## src/sv/ipb_pkg.sv

```systemverilog
// Shared types and constants for the image-to-page-bytes packer.
package ipb_pkg;

    localparam int PIXEL_W     = 8;
    localparam int PAGE_W      = 3;
    localparam int DCOL_W      = 8;
    localparam int BYTE_W      = 8;
    localparam int ROWS_CFG_W  = 7;
    localparam int COLS_CFG_W  = 8;
    localparam int OFFS_CFG_W  = 7;
    localparam int CFG_IDX_W   = 2;
    localparam int CFG_DATA_W  = 8;
    localparam int BIT_W       = 3;

    localparam logic [ROWS_CFG_W-1:0] RST_IMAGE_ROWS    = 7'd64;
    localparam logic [COLS_CFG_W-1:0] RST_IMAGE_COLS    = 8'd128;
    localparam logic [OFFS_CFG_W-1:0] RST_COLUMN_OFFSET = 7'd24;

    localparam logic [BIT_W-1:0] BIT_FIRST = 3'd0;
    localparam logic [BIT_W-1:0] BIT_LAST  = 3'd7;

    typedef enum logic [CFG_IDX_W-1:0] {
        CFG_IMAGE_ROWS    = 2'd0,
        CFG_IMAGE_COLS    = 2'd1,
        CFG_COLUMN_OFFSET = 2'd2
    } t_cfg_idx;

    // Per-pixel control from the position sequencer
    typedef struct packed {
        logic              emit;
        logic              done;
        logic [PAGE_W-1:0] page;
    } t_pos_ctl;

endpackage

```

## src/sv/ipb_acc_mem.sv

```systemverilog
// Column accumulator memory: one write port, one registered read port.
module ipb_acc_mem #(
    parameter int DEPTH = 128,
    parameter int AW    = 7
) (
    input  logic                        i_clk,
    input  logic                        i_rd_en,
    input  logic [AW-1:0]               i_rd_addr,
    output logic [ipb_pkg::BYTE_W-1:0]  o_rd_data,
    input  logic                        i_wr_en,
    input  logic [AW-1:0]               i_wr_addr,
    input  logic [ipb_pkg::BYTE_W-1:0]  i_wr_data
);

    logic [ipb_pkg::BYTE_W-1:0] r_mem [DEPTH];
    logic [ipb_pkg::BYTE_W-1:0] r_rd_data;

    always_ff @(posedge i_clk) begin
        if (i_wr_en) begin
            r_mem[i_wr_addr] <= i_wr_data;
        end
        if (i_rd_en) begin
            r_rd_data <= r_mem[i_rd_addr];
        end
    end

    assign o_rd_data = r_rd_data;

endmodule

```

## src/sv/ipb_seq.sv

```systemverilog
// Row/column position sequencer: counters, group boundaries, page and display column.
module ipb_seq #(
    parameter int MAX_COLS = 128,
    parameter int MAX_ROWS = 64,
    parameter int CW       = 7,
    parameter int RW       = 6
) (
    input  logic                              i_clk,
    input  logic                              i_rst_n,
    input  logic                              i_step,
    input  logic [ipb_pkg::ROWS_CFG_W-1:0]    i_image_rows,
    input  logic [ipb_pkg::COLS_CFG_W-1:0]    i_image_cols,
    input  logic [ipb_pkg::OFFS_CFG_W-1:0]    i_column_offset,
    output logic [CW-1:0]                     o_col,
    output logic [ipb_pkg::BIT_W-1:0]         o_bit,
    output logic [ipb_pkg::DCOL_W-1:0]        o_display_column,
    output ipb_pkg::t_pos_ctl                 o_ctl
);

    localparam logic [8:0] ROWS_CAP = 9'(MAX_ROWS);
    localparam logic [8:0] COLS_CAP = 9'(MAX_COLS);

    logic [RW-1:0] r_row, n_row;
    logic [CW-1:0] r_col, n_col;
    logic [8:0]    rows_lim, cols_lim;
    logic          last_row, last_col;

    // Zero acts as one, oversize saturates at the memory/counter capacity
    always_comb begin
        if (i_image_rows == '0) begin
            rows_lim = 9'd1;
        end else if (9'(i_image_rows) > ROWS_CAP) begin
            rows_lim = ROWS_CAP;
        end else begin
            rows_lim = 9'(i_image_rows);
        end
        if (i_image_cols == '0) begin
            cols_lim = 9'd1;
        end else if (9'(i_image_cols) > COLS_CAP) begin
            cols_lim = COLS_CAP;
        end else begin
            cols_lim = 9'(i_image_cols);
        end
    end

    assign last_row = (9'(r_row) + 9'd1) >= rows_lim;
    assign last_col = (9'(r_col) + 9'd1) >= cols_lim;

    assign o_col            = r_col;
    assign o_bit            = r_row[ipb_pkg::BIT_W-1:0];
    assign o_display_column = 8'(i_column_offset) + 8'(r_col);
    assign o_ctl.emit       = (o_bit == ipb_pkg::BIT_LAST) || last_row;
    assign o_ctl.done       = last_row && last_col;
    assign o_ctl.page       = 3'(r_row >> 3);

    always_comb begin
        n_row = r_row;
        n_col = r_col;
        if (i_step) begin
            if (last_col) begin
                n_col = '0;
                n_row = last_row ? '0 : r_row + RW'(1);
            end else begin
                n_col = r_col + CW'(1);
            end
        end
    end

    always_ff @(posedge i_clk) begin
        if (!i_rst_n) begin
            r_row <= '0;
            r_col <= '0;
        end else begin
            r_row <= n_row;
            r_col <= n_col;
        end
    end

endmodule

```

## src/sv/image_to_page_bytes_top.sv

```systemverilog
// Top level of the image-to-page-bytes packer: config registers, RMW stage and output register.
//
// Packs a row-major monochrome pixel stream into display page bytes: one pixel is taken
// every clock cycle for any image size, unless a byte is due while the result channel is
// blocked. Each pixel costs one read of its column's byte from the accumulator memory
// (issued on acceptance) and one write back as it leaves the RMW stage; the write of the
// previous pixel is forwarded when both hit the same column (single-column image). A column
// byte passes through the RMW stage and the output register once the pixel that closes its
// eight-row group (or the image) is accepted; the output register lets the input keep
// flowing while a result waits, until the next byte is due. The memory needs no clearing after
// reset: row 0 of each group overwrites its entry. Configuration is to be written by the user
// only while idle (not enforced by the block); a write beyond the register list is ignored.
module image_to_page_bytes_top #(
    parameter int MAX_COLS = 128,
    parameter int MAX_ROWS = 64
) (
    input  logic                               i_clk,
    input  logic                               i_rst_n,
    input  logic                               i_pix_valid,
    output logic                               o_pix_ready,
    input  logic [ipb_pkg::PIXEL_W-1:0]        i_pixel,
    output logic                               o_res_valid,
    input  logic                               i_res_ready,
    output logic [ipb_pkg::PAGE_W-1:0]         o_page_index,
    output logic [ipb_pkg::DCOL_W-1:0]         o_display_column,
    output logic [ipb_pkg::BYTE_W-1:0]         o_column_byte,
    output logic                               o_image_done,
    input  logic                               i_cfg_valid,
    output logic                               o_cfg_ready,
    input  logic [ipb_pkg::CFG_IDX_W-1:0]      i_cfg_index,
    input  logic [ipb_pkg::CFG_DATA_W-1:0]     i_cfg_data
);

    localparam int CW = $clog2(MAX_COLS);
    localparam int RW = $clog2(MAX_ROWS);

    // Configuration registers
    logic [ipb_pkg::ROWS_CFG_W-1:0] r_image_rows;
    logic [ipb_pkg::COLS_CFG_W-1:0] r_image_cols;
    logic [ipb_pkg::OFFS_CFG_W-1:0] r_column_offset;

    // Read-modify-write stage
    logic                        r_s1_valid;
    logic [CW-1:0]               r_s1_col;
    logic [ipb_pkg::BIT_W-1:0]   r_s1_bit;
    logic                        r_s1_lit;
    ipb_pkg::t_pos_ctl           r_s1_ctl;
    logic [ipb_pkg::DCOL_W-1:0]  r_s1_dcol;
    logic                        r_fwd_hit;
    logic [ipb_pkg::BYTE_W-1:0]  r_fwd_data;

    // Output register
    logic                        r_out_valid;
    logic [ipb_pkg::PAGE_W-1:0]  r_out_page;
    logic [ipb_pkg::DCOL_W-1:0]  r_out_dcol;
    logic [ipb_pkg::BYTE_W-1:0]  r_out_byte;
    logic                        r_out_done;

    logic                        pix_acc;
    logic                        s1_adv;
    logic [CW-1:0]               seq_col;
    logic [ipb_pkg::BIT_W-1:0]   seq_bit;
    logic [ipb_pkg::DCOL_W-1:0]  seq_dcol;
    ipb_pkg::t_pos_ctl           seq_ctl;
    logic [ipb_pkg::BYTE_W-1:0]  mem_rd_data;
    logic [ipb_pkg::BYTE_W-1:0]  acc_old;
    logic [ipb_pkg::BYTE_W-1:0]  s1_acc;

    assign o_cfg_ready = 1'b1;

    always_ff @(posedge i_clk) begin
        if (!i_rst_n) begin
            r_image_rows    <= ipb_pkg::RST_IMAGE_ROWS;
            r_image_cols    <= ipb_pkg::RST_IMAGE_COLS;
            r_column_offset <= ipb_pkg::RST_COLUMN_OFFSET;
        end else if (i_cfg_valid) begin
            unique case (i_cfg_index)
                ipb_pkg::CFG_IMAGE_ROWS: begin
                    r_image_rows <= i_cfg_data[ipb_pkg::ROWS_CFG_W-1:0];
                end
                ipb_pkg::CFG_IMAGE_COLS: begin
                    r_image_cols <= i_cfg_data[ipb_pkg::COLS_CFG_W-1:0];
                end
                ipb_pkg::CFG_COLUMN_OFFSET: begin
                    r_column_offset <= i_cfg_data[ipb_pkg::OFFS_CFG_W-1:0];
                end
                default: begin
                end
            endcase
        end
    end

    // Stage 1 moves on unless it has a byte to emit and the output is blocked
    assign s1_adv      = r_s1_valid && (!r_s1_ctl.emit || !r_out_valid || i_res_ready);
    assign o_pix_ready = !r_s1_valid || s1_adv;
    assign pix_acc     = i_pix_valid && o_pix_ready;

    ipb_seq #(
        .MAX_COLS (MAX_COLS),
        .MAX_ROWS (MAX_ROWS),
        .CW       (CW),
        .RW       (RW)
    ) u_seq (
        .i_clk            (i_clk),
        .i_rst_n          (i_rst_n),
        .i_step           (pix_acc),
        .i_image_rows     (r_image_rows),
        .i_image_cols     (r_image_cols),
        .i_column_offset  (r_column_offset),
        .o_col            (seq_col),
        .o_bit            (seq_bit),
        .o_display_column (seq_dcol),
        .o_ctl            (seq_ctl)
    );

    ipb_acc_mem #(
        .DEPTH (MAX_COLS),
        .AW    (CW)
    ) u_mem (
        .i_clk     (i_clk),
        .i_rd_en   (pix_acc),
        .i_rd_addr (seq_col),
        .o_rd_data (mem_rd_data),
        .i_wr_en   (s1_adv),
        .i_wr_addr (r_s1_col),
        .i_wr_data (s1_acc)
    );

    // Row 0 of a group starts the byte afresh
    always_comb begin
        if (r_s1_bit == ipb_pkg::BIT_FIRST) begin
            acc_old = '0;
        end else if (r_fwd_hit) begin
            acc_old = r_fwd_data;
        end else begin
            acc_old = mem_rd_data;
        end
        s1_acc = acc_old;
        if (r_s1_lit) begin
            s1_acc = acc_old | (8'd1 << r_s1_bit);
        end
    end

    always_ff @(posedge i_clk) begin
        if (!i_rst_n) begin
            r_s1_valid <= 1'b0;
        end else if (pix_acc) begin
            r_s1_valid <= 1'b1;
        end else if (s1_adv) begin
            r_s1_valid <= 1'b0;
        end
    end

    always_ff @(posedge i_clk) begin
        if (pix_acc) begin
            r_s1_col   <= seq_col;
            r_s1_bit   <= seq_bit;
            r_s1_lit   <= (i_pixel != '0);
            r_s1_ctl   <= seq_ctl;
            r_s1_dcol  <= seq_dcol;
            // write landing in the same cycle as this read: memory returns stale data
            r_fwd_hit  <= s1_adv && (r_s1_col == seq_col);
            r_fwd_data <= s1_acc;
        end
    end

    always_ff @(posedge i_clk) begin
        if (!i_rst_n) begin
            r_out_valid <= 1'b0;
        end else if (s1_adv && r_s1_ctl.emit) begin
            r_out_valid <= 1'b1;
        end else if (i_res_ready) begin
            r_out_valid <= 1'b0;
        end
    end

    always_ff @(posedge i_clk) begin
        if (s1_adv && r_s1_ctl.emit) begin
            r_out_page <= r_s1_ctl.page;
            r_out_dcol <= r_s1_dcol;
            r_out_byte <= s1_acc;
            r_out_done <= r_s1_ctl.done;
        end
    end

    assign o_res_valid      = r_out_valid;
    assign o_page_index     = r_out_page;
    assign o_display_column = r_out_dcol;
    assign o_column_byte    = r_out_byte;
    assign o_image_done     = r_out_done;

endmodule
```

## config.mk

```make
export PLATFORM = sky130hd
export DESIGN_NAME = image_to_page_bytes_top
export DESIGN_NICKNAME = d
export VERILOG_FILES = /design/src/sv/ipb_pkg.sv /design/src/sv/ipb_acc_mem.sv /design/src/sv/ipb_seq.sv /design/src/sv/image_to_page_bytes_top.sv
export SDC_FILE = /design/constraint.sdc
export NUM_CORES = 1
export LEC_CHECK = 0
export BUFFER_PORTS_ARGS = -buffer_cell sky130_fd_sc_hd__buf_2
export CAP_MARGIN = 20
export CORE_ASPECT_RATIO = 1.4
export CORE_MARGIN = 2
export CORE_UTILIZATION = 59
export CTS_BUF_LIST = sky130_fd_sc_hd__clkbuf_4 sky130_fd_sc_hd__clkbuf_8
export CTS_CLUSTER_SIZE = 40
export DETAILED_ROUTE_END_ITERATION = 6
export MAX_ROUTING_LAYER = met4
export PLACE_DENSITY = 0.77
export RECOVER_POWER = 50
export SLEW_MARGIN = 20
export SYNTH_ARGS = -nofsm -noshare
export SYNTH_HDL_FRONTEND = slang
export SYNTH_SLANG_ARGS = --single-unit
```

## constraint.sdc

```tcl
create_clock -name i_clk -period 6.68 [get_ports i_clk]
set_clock_uncertainty 0.1 [all_clocks]
set_input_delay 0.334 -clock i_clk [delete_from_list [all_inputs] [get_ports i_clk]]
set_output_delay 0.334 -clock i_clk [all_outputs]
set_load 0.01 [all_outputs]
```

==> metrics.cfg <==
[sta]
setup_viol=0
hold_viol=0
period_share=0.7906
setup_slack_ns=1.399
relSlewSlack=-1.609
finalSetupTns_ns=0
rsz0062_at_grt=false
slew_viol_final=743
tightest_slew_ns=3.913
fmax_ghz=0.1894
min_period_ns=5.281

[cells_and_area]
seq_area_sq_mm=0.03333
multi_input_area_sq_mm=0.01016
drive_gt1_frac=0.2077
fill_cells=4745
fin_util=0.6542
nNetsFinal=2478
syn_to_final_growth_pct=9.806

[placement]
hpwl_um=66810
io_buffer_count=44
gp_congestion=0.9336
dp_slack_ns=2.403

[clock_tree]
insertion_delay_ns=0.83
cts_sinks=1122
h-tree-depth=4
ctsHoldBuffers=26
cts.clk_slew.worst_paths_ns=0.07
cts_tree=yes
ctsResizeCount=0
cts_setup_buffers=0
cts_buffers=154
clock_tree.buffer_depth=3
cts_root_buf=clkbuf_8

[worst_setup_path]
cp-end-kind=flop
path_class=flop to flop
start_kind=flop
required_ns=7.28
rr_worst_depth=6
critPathArrivalTime_ns=5.88
path_max_fanout=107

[pwr]
leakage_nw=14.95
total_power_mw=13.91
ir_worst_vdd_uv=210.2
p_per_area_mw_per_mm2=286.9

[die]
initial_core_util=0.5958
dieArea_sq_mm=0.07708
fp.dieH_um=327.7
io_pins=46
die_x_um=235.2
core_area_sq_mm=0.07412
rows=118

[yosys]
syn-num-nets=2331
avgSynthCellArea_sq_um=19.35
synth_edf_count=1085
synth.distinct_cells=58
synth_seq_cells=1122
synth_flop_cell=edfxtp_1
synth_area_sq_mm=0.04416
async_reset_ff_frac=0
syn_inst=2282
seq_area_frac_synth=0.7546
ys.warnings.count=0

[drt]
routedWlPerCell_um=30.57
drcViolationCount=0
antenna_left=0
vias=23255
via_per_inst=6.629
wl_um=107200
drt_iter0_markers=3050
first_pass_iters=7

[hold_path]
min_path_type=input port to flop
whs_path_depth=4

[global_route]
gr-total-overflow=0
grt_max_degree=108
track_usage=0.2913
grt_pass1_vias=23786
grt_pass1_wl_um=156800
antenna_found_initial=1

[status]
violations=capacitance limit, slew limit
outcome=complete, but fails checks

[job]
drv_cap=18

==> layout make-up <==
cell class / instances / area share
Clock inverter: 69 / 0.007973
Multi-Input combinational cell: 1017 / 0.2094
Antenna cell: 1 / 0.00005161
Inverter: 20 / 0.001574
Timing Repair Buffer: 114 / 0.01628
Clock buffer: 205 / 0.05264
Tap cell: 960 / 0.02477
Sequential cell: 1122 / 0.6873
==> layout by cell type, fill, tap and decap left out, types with 13 or more instances in the layout <==
cell type      count
mux2i_1          137
clkbuf_4          43
inv_1             18
nand2b_1          13
o22ai_1           21
buf_2             21
clkinv_2          23
clkbuf_8         162
nor3_1            15
a22oi_1           30
nor2b_1           30
nor2_1           161
o221ai_1          21
dlygate4sd3_1     26
dfxtp_1           36
clkinv_1          33
buf_4             25
xnor2_1           21
nand2_1           82
mux2_2            13
mux4_2           210
clkbuf_1          35
nand3_1           25
a21oi_1           43
a211oi_1          27
o21ai_0           22
ha_1              25
edfxtp_1        1085
==> cell families after synthesis <==
group           after synthesis  synth area share
compound gates              235           0.03749
mux                         361            0.1417
buf+inv                     143           0.01587
flops                      1122            0.7546
xor+xnor                     25          0.004958
simple gates                369           0.03777
fa+ha+maj                    26          0.007537
other cells                   1        0.00008492
==> critical path, stage by stage, from the launching register on <==
cell and delay [ns]:
dfxtp_1 1.80, buf_12 0.51, nand3_1 0.69, o221ai_1 0.52, a211oi_1 0.09, a211oi_1 0.98
o32a_1 0.25
==> final timing paths <==
check / start / endpoint / slack, ns
min reg2reg: r_s1_ctl[1] / o_page_index[1] / 0.32
max reg2reg: u_seq.o_col[2] / u_mem.o_rd_data[4] / 1.40
max: u_seq.o_col[2] / u_mem.o_rd_data[4] / 1.40
min: i_cfg_valid / r_column_offset[6] / 0.13
==> report_power, final <==
part / internal [mW] / switching (mW) / leakage [nW]
Combinational: 0.324 / 0.609 / 3.27
Sequential: 7.89 / 0.0464 / 10.1
Clock: 2.54 / 2.51 / 1.56
Total: 10.8 / 3.16 / 14.9
==> stage by stage <==
stage	hold WS, ns	instance area [sq um]	cells
final	0.1348	48490	3508
after global routing	0.1545	48490	3508
after CTS	0.03188	48650	3506
after detailed placement	0.3056	45450	3206
after global placement	0.3038	45420	3204
after floorplan	0.3003	44160	2282
==> state kept, by name, summed over array words and instances (netlist names) <==
name and cells:
o_column_byte 8, o_display_column 8, o_image_done 1, o_page_index 3, o_res_valid 1, r_column_offset 7
r_fwd_data 8, r_fwd_hit 1, r_image_cols 8, r_image_rows 7, r_s1_bit 3, r_s1_col 7
r_s1_ctl 5, r_s1_dcol 8, r_s1_lit 1, r_s1_valid 1, u_mem.o_rd_data 8, u_mem.r_mem 1024
u_seq.o_col 7, u_seq.r_row 6
==> layer usage <==
| layer | vias up | part of all wire | GRT usage |
|---|---|---|---|
| li1 | 9583 | - | - |
| met1 | 11853 | 0.34 | 0.3405 |
| met2 | 1466 | 0.50 | 0.4689 |
| met3 | 353 | 0.087 | 0.05462 |
| met4 | 0 | 0.071 | 0.1891 |
| met5 | - | 0 | - |
==> synth_stat cells, types with 27 or more instances <==
master,instances,share of area
nor2_1,161,0.014
nand2_1,82,0.0070
edfxtp_1,1085,0.74
clkbuf_1,46,0.0039
a21oi_1,43,0.0049
nor2b_1,31,0.0044
dfxtp_1,37,0.017
mux4_2,210,0.11
buf_2,41,0.0046
a22oi_1,30,0.0051
a211oi_1,27,0.0046
mux2i_1,137,0.031
No activity file was read; power rests on OpenSTA's default activity.
